===== config.mk =====
export PLATFORM = sky130hd
export DESIGN_NAME = jpeg_marker_scanner
export DESIGN_NICKNAME = d
export VERILOG_FILES = /design/src/rtl/jms_pkg.sv /design/src/rtl/jpeg_marker_scanner.sv
export SDC_FILE = /design/constraint.sdc
export NUM_CORES = 1
export LEC_CHECK = 0
export ABC_AREA = 1
export BUFFER_PORTS_ARGS = -buffer_cell sky130_fd_sc_hd__buf_2
export CAP_MARGIN = 15
export CORE_MARGIN = 2
export CORE_UTILIZATION = 50
export CTS_CLUSTER_SIZE = 16
export DETAILED_ROUTE_END_ITERATION = 16
export PLACE_DENSITY = 0.68
export SYNTH_ARGS = -nofsm -noshare
export SYNTH_HDL_FRONTEND = slang
export SYNTH_SLANG_ARGS = --single-unit

===== constraint.sdc =====
create_clock -name clk_i -period 8.6 [get_ports clk_i]
set_input_delay 1.29 -clock clk_i [delete_from_list [all_inputs] [get_ports clk_i]]
set_output_delay 1.29 -clock clk_i [all_outputs]
set_load 0.05 [all_outputs]

===== src/rtl/jms_pkg.sv =====
// ----------------------------------------------------------------------------
// jms_pkg
// Shared types, constants and the marker classifier for the JPEG marker
// scanner.
// ----------------------------------------------------------------------------
`default_nettype none

package jms_pkg;

  localparam int unsigned OFFSET_BITS = 24;
  localparam int unsigned MAX_TABLES  = 4;

  localparam int unsigned OUT_OFF_W = 24;
  localparam int unsigned CNT_W     = 3;
  localparam int unsigned LEN_W     = 16;

  localparam logic [7:0] BYTE_FF     = 8'hFF;
  localparam logic [7:0] BYTE_ESC    = 8'h00;
  localparam logic [7:0] BYTE_SOI    = 8'hD8;
  localparam logic [7:0] BYTE_EOI    = 8'hD9;
  localparam logic [7:0] BYTE_DQT    = 8'hDB;
  localparam logic [7:0] BYTE_DHT    = 8'hC4;
  localparam logic [7:0] BYTE_DRI    = 8'hDD;
  localparam logic [7:0] BYTE_SOF    = 8'hC0;
  localparam logic [7:0] BYTE_SOS    = 8'hDA;
  localparam logic [7:0] BYTE_APP_LO = 8'hE0;
  localparam logic [7:0] BYTE_APP_HI = 8'hEF;
  localparam logic [7:0] SAMP_H1V2   = 8'h21;
  localparam logic [7:0] SAMP_H2V2   = 8'h22;

  localparam logic [1:0] MODE_H1V2 = 2'd0;
  localparam logic [1:0] MODE_H2V2 = 2'd2;

  localparam logic [LEN_W-1:0] SOF_SAMP_INDEX = 16'd9;
  localparam logic [LEN_W-1:0] MIN_SEG_LEN    = 16'd2;

  typedef enum logic [3:0] {
    EV_NONE    = 4'd0,
    EV_SOI     = 4'd1,
    EV_APP     = 4'd2,
    EV_DQT     = 4'd3,
    EV_DHT     = 4'd4,
    EV_DRI     = 4'd5,
    EV_SOF     = 4'd6,
    EV_SOS     = 4'd7,
    EV_EOI     = 4'd8,
    EV_UNKNOWN = 4'd9,
    EV_ESCAPE  = 4'd10
  } event_e;

  typedef enum logic [5:0] {
    PH_SCAN   = 6'b000001,
    PH_MARKER = 6'b000010,
    PH_LEN_HI = 6'b000100,
    PH_LEN_LO = 6'b001000,
    PH_SKIP   = 6'b010000,
    PH_DONE   = 6'b100000
  } phase_e;

  function automatic event_e classify(input logic [7:0] b);
    event_e k;
    k = EV_UNKNOWN;
    if (b == BYTE_ESC) k = EV_ESCAPE;
    else if (b == BYTE_SOI) k = EV_SOI;
    else if (b == BYTE_EOI) k = EV_EOI;
    else if (b == BYTE_DQT) k = EV_DQT;
    else if (b == BYTE_DHT) k = EV_DHT;
    else if (b == BYTE_DRI) k = EV_DRI;
    else if (b == BYTE_SOF) k = EV_SOF;
    else if (b == BYTE_SOS) k = EV_SOS;
    else if (b >= BYTE_APP_LO && b <= BYTE_APP_HI) k = EV_APP;
    return k;
  endfunction

endpackage

`default_nettype wire


===== src/rtl/jpeg_marker_scanner.sv =====
// a result is registered and valid the cycle after its byte is accepted
// throughput: one byte per cycle while out_ready_i holds, limited by the single result register
// a new byte is taken while the current result is being taken
// status outputs come straight from the scan state registers
// reset (rst_ni low, asynchronous) clears all scan state; restart_i clears
// it for the byte it comes with
// ----------------------------------------------------------------------------
// jpeg_marker_scanner
// Scans a JPEG byte stream one byte per transaction, classifies markers,
// skips segments and tracks table, sampling and image data offsets.
// ----------------------------------------------------------------------------
`default_nettype none

module jpeg_marker_scanner (
  input  wire logic                           clk_i,
  input  wire logic                           rst_ni,
  input  wire logic                           in_valid_i,
  output      logic                           in_ready_o,
  input  wire logic [7:0]                     byte_value_i,
  input  wire logic                           restart_i,
  output      logic                           out_valid_o,
  input  wire logic                           out_ready_i,
  output      logic [3:0]                     event_res_o,
  output      logic [jms_pkg::OUT_OFF_W-1:0]  table_offset_o,
  output      logic [jms_pkg::CNT_W-1:0]      dqt_count_o,
  output      logic [jms_pkg::CNT_W-1:0]      dht_count_o,
  output      logic [1:0]                     mode_o,
  output      logic [jms_pkg::OUT_OFF_W-1:0]  image_offset_o,
  output      logic                           image_found_o,
  output      logic                           done_res_o,
  output      logic                           overflow_o
);
  import jms_pkg::*;

  localparam int unsigned OFF_W = OFFSET_BITS;

  phase_e               phase_q, phase_d, ph_c;
  event_e               kind_q, kind_d, kind_c;
  logic [7:0]           len_hi_q, len_hi_d, len_hi_c;
  logic [LEN_W-1:0]     left_q, left_d, left_c;
  logic [LEN_W-1:0]     index_q, index_d, index_c;
  logic [OFF_W-1:0]     start_q, start_d, start_c;
  logic [OFF_W-1:0]     pos_q, pos_d, pos_c;
  logic [CNT_W-1:0]     dqt_q, dqt_d, dqt_c;
  logic [CNT_W-1:0]     dht_q, dht_d, dht_c;
  logic [1:0]           mode_q, mode_d, mode_c;
  logic [OFF_W-1:0]     data_q, data_d, data_c;
  logic                 found_q, found_d, found_c;
  logic                 fin_q, fin_d, fin_c;
  logic                 ovf_q, ovf_d, ovf_c;

  event_e               ev_q, ev_d;
  logic [OFF_W-1:0]     toff_q, toff_d;
  logic                 out_valid_q, out_valid_d;

  logic                 accept;
  event_e               cls;
  logic [LEN_W-1:0]     seg_len;
  logic [LEN_W-1:0]     left_dec;

  assign accept     = in_valid_i && in_ready_o;
  assign in_ready_o = !out_valid_q || out_ready_i;
  assign cls        = classify(byte_value_i);

  always_comb begin
    // state as seen by this byte, cleared on restart
    ph_c     = restart_i ? PH_SCAN : phase_q;
    kind_c   = restart_i ? EV_NONE : kind_q;
    len_hi_c = restart_i ? '0 : len_hi_q;
    left_c   = restart_i ? '0 : left_q;
    index_c  = restart_i ? '0 : index_q;
    start_c  = restart_i ? '0 : start_q;
    pos_c    = restart_i ? '0 : pos_q;
    dqt_c    = restart_i ? '0 : dqt_q;
    dht_c    = restart_i ? '0 : dht_q;
    mode_c   = restart_i ? '0 : mode_q;
    data_c   = restart_i ? '0 : data_q;
    found_c  = restart_i ? 1'b0 : found_q;
    fin_c    = restart_i ? 1'b0 : fin_q;
    ovf_c    = restart_i ? 1'b0 : ovf_q;

    phase_d  = ph_c;
    kind_d   = kind_c;
    len_hi_d = len_hi_c;
    left_d   = left_c;
    index_d  = index_c;
    start_d  = start_c;
    pos_d    = pos_c;
    dqt_d    = dqt_c;
    dht_d    = dht_c;
    mode_d   = mode_c;
    data_d   = data_c;
    found_d  = found_c;
    fin_d    = fin_c;
    ovf_d    = ovf_c;
    ev_d     = EV_NONE;
    toff_d   = '0;

    seg_len  = {len_hi_c, byte_value_i};
    if (seg_len < MIN_SEG_LEN) seg_len = MIN_SEG_LEN;
    left_dec = left_c - 1'b1;

    if (!fin_c) begin
      case (ph_c)
        PH_SCAN: begin
          if (byte_value_i == BYTE_FF) phase_d = PH_MARKER;
        end
        PH_MARKER: begin
          if (cls == EV_ESCAPE || cls == EV_SOI) begin
            ev_d    = cls;
            phase_d = PH_SCAN;
          end else if (cls == EV_EOI) begin
            ev_d    = cls;
            fin_d   = 1'b1;
            phase_d = PH_DONE;
          end else begin
            kind_d  = cls;
            phase_d = PH_LEN_HI;
          end
        end
        PH_LEN_HI: begin
          start_d  = pos_c;
          len_hi_d = byte_value_i;
          index_d  = LEN_W'(1);
          phase_d  = PH_LEN_LO;
        end
        PH_LEN_LO: begin
          index_d = LEN_W'(2);
          left_d  = seg_len - MIN_SEG_LEN;
          ev_d    = kind_c;
          if (kind_c == EV_DQT) begin
            toff_d = start_c + OFF_W'(2);
            if ({1'b0, dqt_c} >= (CNT_W+1)'(MAX_TABLES)) ovf_d = 1'b1;
            else dqt_d = dqt_c + 1'b1;
          end else if (kind_c == EV_DHT) begin
            toff_d = start_c + OFF_W'(2);
            if ({1'b0, dht_c} >= (CNT_W+1)'(MAX_TABLES)) ovf_d = 1'b1;
            else dht_d = dht_c + 1'b1;
          end else if (kind_c == EV_SOS) begin
            data_d  = start_c + OFF_W'(seg_len);
            found_d = 1'b1;
          end
          phase_d = (seg_len == MIN_SEG_LEN) ? PH_SCAN : PH_SKIP;
        end
        PH_SKIP: begin
          if (kind_c == EV_SOF && index_c == SOF_SAMP_INDEX) begin
            if (byte_value_i == SAMP_H1V2) mode_d = MODE_H1V2;
            else if (byte_value_i == SAMP_H2V2) mode_d = MODE_H2V2;
          end
          index_d = index_c + 1'b1;
          left_d  = left_dec;
          if (left_dec == '0) phase_d = PH_SCAN;
        end
        default: begin
          phase_d = PH_DONE;
        end
      endcase
      pos_d = pos_c + 1'b1;
    end

    out_valid_d = accept ? 1'b1 : (out_ready_i ? 1'b0 : out_valid_q);
  end

  always_ff @(posedge clk_i or negedge rst_ni) begin
    if (!rst_ni) begin
      phase_q     <= PH_SCAN;
      kind_q      <= EV_NONE;
      len_hi_q    <= '0;
      left_q      <= '0;
      index_q     <= '0;
      start_q     <= '0;
      pos_q       <= '0;
      dqt_q       <= '0;
      dht_q       <= '0;
      mode_q      <= '0;
      data_q      <= '0;
      found_q     <= 1'b0;
      fin_q       <= 1'b0;
      ovf_q       <= 1'b0;
      out_valid_q <= 1'b0;
    end else begin
      out_valid_q <= out_valid_d;
      if (accept) begin
        phase_q  <= phase_d;
        kind_q   <= kind_d;
        len_hi_q <= len_hi_d;
        left_q   <= left_d;
        index_q  <= index_d;
        start_q  <= start_d;
        pos_q    <= pos_d;
        dqt_q    <= dqt_d;
        dht_q    <= dht_d;
        mode_q   <= mode_d;
        data_q   <= data_d;
        found_q  <= found_d;
        fin_q    <= fin_d;
        ovf_q    <= ovf_d;
      end
    end
  end

  always_ff @(posedge clk_i) begin
    if (accept) begin
      ev_q   <= ev_d;
      toff_q <= toff_d;
    end
  end

  assign out_valid_o    = out_valid_q;
  assign event_res_o    = ev_q;
  assign table_offset_o = OUT_OFF_W'(toff_q);
  assign dqt_count_o    = dqt_q;
  assign dht_count_o    = dht_q;
  assign mode_o         = mode_q;
  assign image_offset_o = OUT_OFF_W'(data_q);
  assign image_found_o  = found_q;
  assign done_res_o     = fin_q;
  assign overflow_o     = ovf_q;

`ifndef SYNTHESIS
  a_done_phase: assert property (@(posedge clk_i) disable iff (!rst_ni)
    fin_q == (phase_q == PH_DONE))
    else $error("done flag and done phase disagree");

  a_accept_result: assert property (@(posedge clk_i) disable iff (!rst_ni)
    accept |=> out_valid_q)
    else $error("accepted byte produced no result");

  a_ovf_rise: assert property (@(posedge clk_i) disable iff (!rst_ni)
    $rose(ovf_q) |-> $past(accept && !restart_i))
    else $error("overflow set without a transaction");

  a_found_fall: assert property (@(posedge clk_i) disable iff (!rst_ni)
    $fell(found_q) |-> $past(accept && restart_i))
    else $error("image_found cleared without restart");
`endif

endmodule

`default_nettype wire


==> results of run 1 <==
==> routing by layer <==
metal,part of all wire,routed length (microns),global-route usage,up-vias
li1,-,-,-,5540
met1,0.48,16800,0.448,5406
met2,0.43,15100,0.431,493
met3,0.077,2730,0.0388,57
met4,0.019,659,0.0909,0
met5,0,0,0,-
==> metrics by stage <==
| stage | hold WS (ps) | util | total power, W |
|---|---|---|---|
| after global placement | 471 | 0.535 | 0.00138 |
| after CTS | 499 | 0.564 | 0.00224 |
| after detailed placement | 483 | 0.535 | 0.00138 |
| after floorplan | 453 | - | 0.00126 |
| final | 503 | 0.564 | 0.00224 |
| after global routing | 515 | 0.564 | 0.00234 |
==> Yosys cell counts, types with 4 or more instances <==
master | instances | area, sq um
nand2_1 | 329 | 1230
inv_1 | 211 | 792
nor2_1 | 205 | 769
dfrtp_1 | 133 | 3330
nand3_1 | 112 | 561
a21oi_1 | 107 | 536
o21ai_0 | 104 | 521
clkbuf_1 | 42 | 158
xor2_1 | 39 | 342
nand4_1 | 33 | 206
edfxtp_1 | 28 | 841
ha_1 | 25 | 313
nor3_1 | 23 | 115
a22oi_1 | 19 | 143
o22ai_1 | 19 | 119
o211ai_1 | 18 | 135
nor2_2 | 17 | 106
buf_2 | 14 | 70.1
nor2_4 | 14 | 158
a31oi_1 | 12 | 75.1
inv_2 | 11 | 41.3
nand2_2 | 11 | 68.8
nor3_2 | 11 | 110
xnor2_1 | 11 | 96.3
nor4_1 | 9 | 56.3
o21ai_1 | 9 | 45.0
buf_6 | 8 | 90.1
o221ai_1 | 7 | 61.3
o21bai_1 | 5 | 37.5
a211oi_1 | 4 | 30.0
o21a_1 | 4 | 30.0
or2_2 | 4 | 25.0
==> logic make-up after synthesis <==
logic type | Yosys count | share of synthesized area
buf+inv | 294 | 0.102
compound gates | 328 | 0.164
flops | 162 | 0.359
simple gates | 784 | 0.309
xor+xnor | 50 | 0.0375
fa+ha+maj | 26 | 0.0285
==> final cells by class <==
class,instances,area [sq um],area share
diodes,1,2.50,0.000195
clock buffers,19,454,0.0354
clock inverters,13,193,0.0150
inverters,225,850,0.0662
multi-input cells,1188,6290,0.490
flip-flops and latches,162,4200,0.327
well taps,313,392,0.0305
repair buffers,86,462,0.0360
==> placed cells by master (no fill, tap or decap), drive strengths merged, types with 5 or more instances in the layout <==
| cell | synthesis | final |
|---|---|---|
| o211ai | 18 | 18 |
| a22oi | 19 | 19 |
| a21oi | 108 | 108 |
| ha | 25 | 25 |
| o221ai | 7 | 7 |
| nor2 | 237 | 237 |
| nand2 | 341 | 341 |
| a31oi | 12 | 12 |
| nand4 | 35 | 35 |
| nor3 | 35 | 35 |
| edfxtp | 28 | 28 |
| inv | 223 | 229 |
| buf | 27 | 86 |
| clkinv | 2 | 5 |
| xor2 | 39 | 39 |
| dfrtp | 133 | 133 |
| nand3 | 115 | 115 |
| o22ai | 19 | 19 |
| clkbuf | 42 | 19 |
| o21bai | 5 | 5 |
| nor4 | 11 | 11 |
| xnor2 | 11 | 11 |
| o21ai | 113 | 113 |
==> worst register-to-register path, stage by stage, from the launching register on <==
cell      delay (ps)
dfrtp_1          330
inv_1             60
nor2_1           390
nor2_1           100
nand2_1           90
nor2_1            60
nand4_1          100
inv_1             50
nor2_1           160
ha_1             200
inv_1             60
fa_1             430
inv_1            130
nand3_1           80
nand2_1          110
nand3_1          120
nand2_1          110
a21oi_1          120
o21bai_1         300
nand3_1          130
nand3_1          100
nand3_1           80
nand2_1           60
nand2_1           50
==> state kept, by name, indices dropped and copies added (netlist names), 6 cells and up <==
name and count:
start_q 24, phase_q 6, pos_q 24, image_offset_o 24, index_q 16, table_offset_o 24
len_hi_q 8, left_q 16
==> where the power goes <==
part	switching (W)	leakage, nW	total, W	internal (W)
registers	0.0000417	2.01	0.000887	0.000846
clock network	0.000355	0.321	0.000866	0.000510
logic	0.000360	3.57	0.000491	0.000131
==> how the worst max path moves through the flow <==
stage          cells after the start            endpoint  startpoint  slack (ps)
2_1_floorplan                     22  image_offset_o[20]   restart_i        4520
5_1_grt                           23  image_offset_o[16]   restart_i        3600
3_5_place_dp                      23  image_offset_o[20]   restart_i        3610
3_3_place_gp                      14  image_offset_o[15]   restart_i        3630
6_report                          23  image_offset_o[20]   restart_i        3910
4_1_cts                           23  image_offset_o[20]   restart_i        4060
==> metrics.txt, run 1 <==
status complete, no violations; Bufs and invs on worst path 5; final setup fails 0; H-tree Lvls 4; endpoint type of the worst setup path flop; Worst EP arrival about 5000 ps; Post-DP HPWL about 25000 microns; largest net degree at the start of global routing between 80 and 90; Finished Layout Cells between 2000 and 2500; die width roughly 160 microns; Pleak 5.90 nW; Residual DRC 0; Top FF cell, synth dfrtp_1; DP Worst Slack 3610 ps; number of gates resized after CTS 0; worst reg2reg startpoint len_hi_q[5]; hold crit path type reg -> reg; Final Max Slew Viols 0; crit path kind in -> reg; hold_buf cts 0; clock root buffer clkbuf_16; Post-DRT Antenna Nets 0; area growth from synthesis to layout 10.0%; # fillers between 2000 and 2500; IR drop worst, VDD 0.125 mV; routed vias/inst ~5.7; hold path depth 2; row cnt 55; CORE AREA ~23000 sq um; crit-path cells buf_4 -> inv_4 -> nand2_1 -> nand4_1 -> nor2_1 -> nand4_1 -> inv_1 -> nor2_1 -> ha_1 -> inv_1 -> fa_1 -> inv_1 -> nand3_1 -> nand2_1 -> nand3_1 -> nand2_1 -> a21oi_1 -> o21bai_1 -> nand3_1 -> nand3_1 -> nand3_1 -> nand2_1 -> nand2_1; Pwr Density about 170 nW/um^2; Die Area around 25000 sq um; syn nets 1683; # port buffers between 70 and 80; total negative slack 0 ps; mean routed wirelength per cell between 15 and 20 microns; R2R depth 23; worst r2r dst image_offset_o[20]; Critical Path Max Stage Delay around 470 ps; Die Y between 150 and 200 microns; Post-Synthesis Cells 1644; Area after DPL 12200 sq um; Worst Clk Skew 12.7 ps; crit path time final 4690 ps; max_slew headroom 0.220; Nets 1719; f_max around 210 MHz; HP Start len_hi_q[1]; yosys warns 0; Final WS setup approximately 4000 ps; Crit-path slowest cell inv_4; GRT Total Usage 0.294; crit-path leading delay family simple AND/OR/NAND/NOR gates; num ports 78; reg2reg setup slack 5100 ps; Synth Register Bits 162; GPL Wtd Cong 0.981; actual slew at the worst max-slew pin about 1200 ps; final worst path period share 0.546; Syn Area/Cell 7.10 sq um; vias in the first global route ~10000; GRT Residual Overflow 0; placed insts about 2000; maxcap violations 0; Max Buffers Root-to-Sink 2; antenna violations before repair 0; Setup Buffers After CTS 0; FFs w/ async S/R, synth 0.827; endpoints failing hold 0; WL final 35300 microns; Initial DRC Count between 1000 and 1500; EDFF count, synth 28; starting density of the core 0.512; first-pass GRT wire length roughly 57000 microns; worst skew pair latency roughly 440 ps; Worst Hold End len_hi_q[1]; sequential area share after synthesis 0.359; CTS clock-pin slew for the worst setup and hold paths approximately 70 ps; RSZ-0062 raised after global routing no; Crit Path Max Fanout 46; routed via count about 11000; Synth cell types 61; crit path launch type input port; 1st-pass router iterations 6; post-route cell area around 13000 sq um; Clock Sink Count roughly 160; CTS Buf Count 17; mapped cell area around 12000 sq um; CTS tree yes; layout cells sized above 1 0.118; Worst Path Required a little under 9000 ps
Power figures use the tool's default switching activity.
==> run 2, diff against run 1 <==
- clock period: 8.6 -> 4.7 ns (I/O delays scaled with it)
==> run 2 against run 1 <==
Register-to-register slack worse by 3700 ps. Critical path depth fell by 12. Routed wire length increased by 2.6%. Combinational power increased by 85%. Sequential share of layout area shrank 0.076 points. Sequential power up 84%. Worst setup slack got worse by 2900 ps. Largest power group unchanged.
==> metrics.txt, run 2 (synthesis gave the netlist of run 1 again) <==
most used cell, CP buf_4; # port buffers 77; num ports 78; hold_buf cts 0; Die Y about 160 microns; crit path time final between 3000 and 4000 ps; Worst EP arrival 3980 ps; Post-DRT Antenna Nets 0; Initial DRC Count approximately 1200; Bufs and invs on worst path 5; vias in the first global route around 11000; GRT Total Usage 0.302; first-pass GRT wire length about 58000 microns; final setup fails 0; CTS clock-pin slew for the worst setup and hold paths approximately 70 ps; Pwr Density about 310 nW/um^2; Nets ~1700; Residual DRC 0; DP Worst Slack ~600 ps; layout cells sized above 1 0.124; GRT Residual Overflow 0; IR drop worst, VDD 0.206 mV; GPL Wtd Cong about 0.94; Final WS setup roughly 1000 ps; most frequent cells in the layout nand2_1, inv_1, nor2_1; total power 0.00400 W; crit path launch type input port; RSZ-0062 raised after global routing no; routed via count around 12000; worst skew pair latency approximately 440 ps; 1st-pass router iterations 5; routed vias/inst approximately 5.7; placed insts about 2000; Final Max Slew Viols 0; max_slew headroom 0.322; f_max 272 MHz; Pleak 5.92 nW; area growth from synthesis to layout 10.3%; Clock Sink Count roughly 160; Area after DPL between 10000 and 15000 sq um; endpoints failing hold 0; crit-path leading delay family buffers and inverters; # fillers roughly 2100; Post-DP HPWL 26100 microns; number of gates resized after CTS 0; status complete, no violations; Worst Path Required around 5000 ps; Crit Path Max Fanout 38; mean routed wirelength per cell ~18 microns; post-route cell area between 10000 and 15000 sq um; area of the multi-input gates between 6000 and 7000 sq um; crit path kind in -> reg; register area 4200 sq um; hold crit path type in -> async; clock root buffer clkbuf_16; maxcap violations 0; crit-path cells buf_4 -> buf_4 -> nor2_1 -> nor2_2 -> inv_1 -> nor2_2 -> buf_4 -> inv_1 -> a21oi_1 -> o21ai_0 -> nand3_1; total negative slack 0 ps; die width 157 microns; final worst path period share 0.783; most common cell after layout, fill and taps aside nand2_1; actual slew at the worst max-slew pin about 1000 ps; Setup Buffers After CTS 0; endpoint type of the worst setup path flop; antenna violations before repair 0; largest net degree at the start of global routing 89; Finished Layout Cells 2017; row cnt 55; CTS Buf Count 17; n_diodes 0; Crit-path slowest cell nor2_1; CTS tree yes; CORE AREA around 23000 sq um; Die Area 24600 sq um; Worst Clk Skew 11.1 ps; H-tree Lvls 4; Critical Path Max Stage Delay around 800 ps; Max Buffers Root-to-Sink 2; WL final between 30000 and 40000 microns; starting density of the core 0.512
==> run 2: changes by cell type in the layout (fill, tap and decap cells not counted) <==
cell and delta:
buf_4 +11, bufinv_16 -2, clkbuf_16 -1, clkinv_2 -3, clkinv_4 +3, clkinvlp_4 +2, diode_2 -1, inv_6 +1
==> run 2: report_power, final <==
group	internal (W)	total, W	switching, W	leakage, nW
sequential	0.00155	0.00163	0.0000794	2.01
clock	0.000802	0.00147	0.000667	0.286
combinational	0.000244	0.000908	0.000664	3.62
==> run 2: worst paths after layout <==
| path | start | to | slack [ps] | depth (start not counted) |
|---|---|---|---|---|
| min in group clk_i | image_found_o | image_found_o | 490 | 2 |
| max in group asynchronous | rst_ni | image_offset_o[9] | 3390 | 2 |
| worst max-delay path | restart_i | left_q[10] | 1020 | 11 |
| worst min register to register | image_found_o | image_found_o | 490 | 2 |
| worst max register to register | len_hi_q[5] | image_offset_o[20] | 1410 | 23 |
| worst min-delay path | rst_ni | index_q[8] | 330 | 1 |
==> run 2: cell type report <==
type / instances / share of cell area
repair buffers: 97 / 0.0423
clock inverters: 14 / 0.0130
flip-flops and latches: 162 / 0.326
inverters: 225 / 0.0660
multi-input cells: 1188 / 0.489
well taps: 313 / 0.0304
clock buffers: 18 / 0.0333
==> run 2: stage by stage <==
step,util,hold slack (ps)
5_1_grt,0.565,420
6_report,0.565,327
3_5_place_dp,0.539,474
2_1_floorplan,-,409
3_3_place_gp,0.539,469
4_1_cts,0.565,395
==> run 2: layer usage <==
layer,wire [microns],vias to the layer above,GRT usage
li1,-,5530,-
met1,16600,5418,0.441
met2,15600,499,0.453
met3,3200,54,0.0593
met4,796,0,0.0869
met5,0,-,0
==> run 2: worst reg2reg max path: stages (launching register included) <==
cell      delay, ps
dfrtp_1         330
inv_1            50
nor2_1          310
nor2_1          110
nand2_1         100
nor2_1           60
nand4_1         100
inv_1            50
nor2_1          130
ha_1            180
inv_1            60
fa_1            420
inv_1           120
nand3_1          70
nand2_1         100
nand3_1         110
nand2_1          90
a21oi_1         100
o21bai_1        290
nand3_1         120
nand3_1         100
nand3_1          70
nand2_1          60
nand2_1          50
==> run 3, diff against run 2 <==
- PLACE_DENSITY: 0.68 -> 0.7
- clock period: 4.7 -> 3.1 ns (I/O delays scaled with it)
==> run 3 against run 2 <==
Worst setup slack worse by 850 ps. First-iteration DRC count up 7.2%. Routed wire length up 3.4%. Combinational power up 67%. Critical endpoint is now image_offset_o[16].
==> metrics.txt, run 3 (synthesis gave the netlist of run 1 again) <==
Max Buffers Root-to-Sink 2; most frequent cells in the layout nand2_1, inv_1, nor2_1; worst reg2reg startpoint len_hi_q[4]; total power 0.00629 W; crit path time final 2930 ps; Final Max Slew Viols 0; vias in the first global route roughly 11000; GRT Total Usage 0.310; mean routed wirelength per cell around 18 microns; Seq pwr share 0.392; antenna violations before repair 0; status complete, no violations; internal power ~0.0042 W; crit path kind reg -> reg; area growth from synthesis to layout 18.4%; share of total power in the clock network 0.367; Die Area roughly 25000 sq um; Post-DRT Antenna Nets 0; Sw Share 0.338; Pwr Density roughly 460 nW/um^2; placed insts approximately 2100; Die Y between 150 and 200 microns; die width about 160 microns; clock root buffer clkbuf_16; first-pass GRT wire length between 50000 and 60000 microns; max_slew headroom 0.542; row cnt between 50 and 60; 1st-pass router iterations 7; layout cells sized above 1 0.183; final setup fails 0; # fillers between 2000 and 2500; R2R depth 23; endpoints failing hold 0; largest net degree at the start of global routing around 130; worst skew pair latency between 400 and 500 ps; maxcap violations 0; n_diodes 0; crit path launch type flop; Worst Path Required between 3000 and 4000 ps; hold crit path type in -> reg; Psw ~0.0021 W; # port buffers 77; endpoint type of the worst setup path flop; f_max 341 MHz; Clock Sink Count between 150 and 200; Setup crit end image_offset_o[16]; Crit. Startpoint len_hi_q[4]; Nets 1844; Post-DP HPWL 27400 microns; most common cell after layout, fill and taps aside nand2_1; reg2reg setup slack about 170 ps; CTS clock-pin slew for the worst setup and hold paths around 70 ps; Residual DRC 0; combinational share of power 0.241; CTS Buf Count 17; WL final 37400 microns; Crit Path Max Fanout 4; IR drop worst, VDD between 0.3 and 0.4 mV; CTS tree yes; routed via count approximately 12000; actual slew at the worst max-slew pin 680 ps; final worst path period share 0.946; Finished Layout Cells around 2100; starting density of the core 0.512; Worst Clk Skew ~12 ps; CORE AREA approximately 23000 sq um; routed vias/inst between 5 and 6; Pleak 6.50 nW; Initial DRC Count 1310; worst r2r dst image_offset_o[16]; H-tree Lvls 4; GRT Residual Overflow 0; Worst EP arrival roughly 3300 ps; GPL Wtd Cong 0.962; num ports 78
## run 3: cell types whose count changed in the layout (fill, tap and decap cells not counted), moves of 3 or more
cell	delta
buf_4	+111
inv_6	-3
nor2_2	+3
nor2_1	-4
clkbuf_16	+3
## run 3: area by class of cell
| class | instances | area (sq um) | area share |
|---|---|---|---|
| multi-input cells | 1188 | 6330 | 0.458 |
| well taps | 313 | 392 | 0.0283 |
| clock buffers | 23 | 512 | 0.0370 |
| clock inverters | 9 | 118 | 0.00851 |
| inverters | 225 | 850 | 0.0615 |
| repair buffers | 211 | 1430 | 0.103 |
| flip-flops and latches | 162 | 4200 | 0.304 |
## run 3: timing repair
action / CTS / global route
buffers inserted: 0 / 1
hold buffers: 1 / 0
gates resized for setup: 0 / 7
setup endpoints to repair: 0 / 11
endpoints found under the hold margin: 39 / 0
## run 3: layer usage
layer	global-route usage	routed length (microns)	vias up
met4	0.0808	804	0
met2	0.454	16100	521
met3	0.0587	3110	69
li1	-	-	5780
met1	0.467	17400	5616
met5	0	0	-
## run 3: how the worst min path moves through the flow
stage / slack, ps / startpoint / to / depth (start not counted)
after detailed placement: 430 / rst_ni / index_q[9] / 1
after floorplan: 170 / rst_ni / dht_count_o[0] / 0
after global routing: 370 / in_valid_i / out_valid_o / 3
after global placement: 420 / rst_ni / index_q[9] / 1
after CTS: 350 / out_ready_i / out_valid_o / 4
final: 350 / out_ready_i / out_valid_o / 4
## run 3: worst max-delay path: stages, from the launching register on
cell	delay, ps
dfrtp_1	370
inv_1	70
nor2_1	50
nor2_1	160
nand2_1	100
nor2_2	140
nand4_1	140
inv_1	90
nor2_2	50
ha_2	190
inv_1	70
fa_2	210
inv_2	40
nand3_1	60
nand2_1	80
nand3_2	80
nand2_1	90
a21oi_2	230
o21bai_2	110
or2_2	280
nand3_1	60
nand3_1	60
nand2_1	60
nand2_1	40
## run 3: stage by stage
stage | area, sq um | setup slack [ps] | utilization | TNS [ps] | hold WS (ps)
finish | 13800 | 168 | 0.607 | 0 | 347
CTS | 13800 | 134 | 0.606 | 0 | 349
global placement | 13200 | -65.9 | 0.578 | -97.2 | 425
global route | 13800 | -43.4 | 0.607 | -156 | 367
floorplan | 11700 | 1.95 | - | 0 | 169
detailed placement | 13200 | -86.5 | 0.578 | -208 | 426
## run 3: power groups by stage
stage / Sequential [W] / Combinational [W] / Clock [W]
finish: 0.00247 / 0.00152 / 0.00231
global route: 0.00248 / 0.00167 / 0.00240
CTS: 0.00246 / 0.00149 / 0.00232
detailed placement: 0.00250 / 0.00149 / 0
global placement: 0.00250 / 0.00147 / 0
floorplan: 0.00265 / 0.000847 / 0
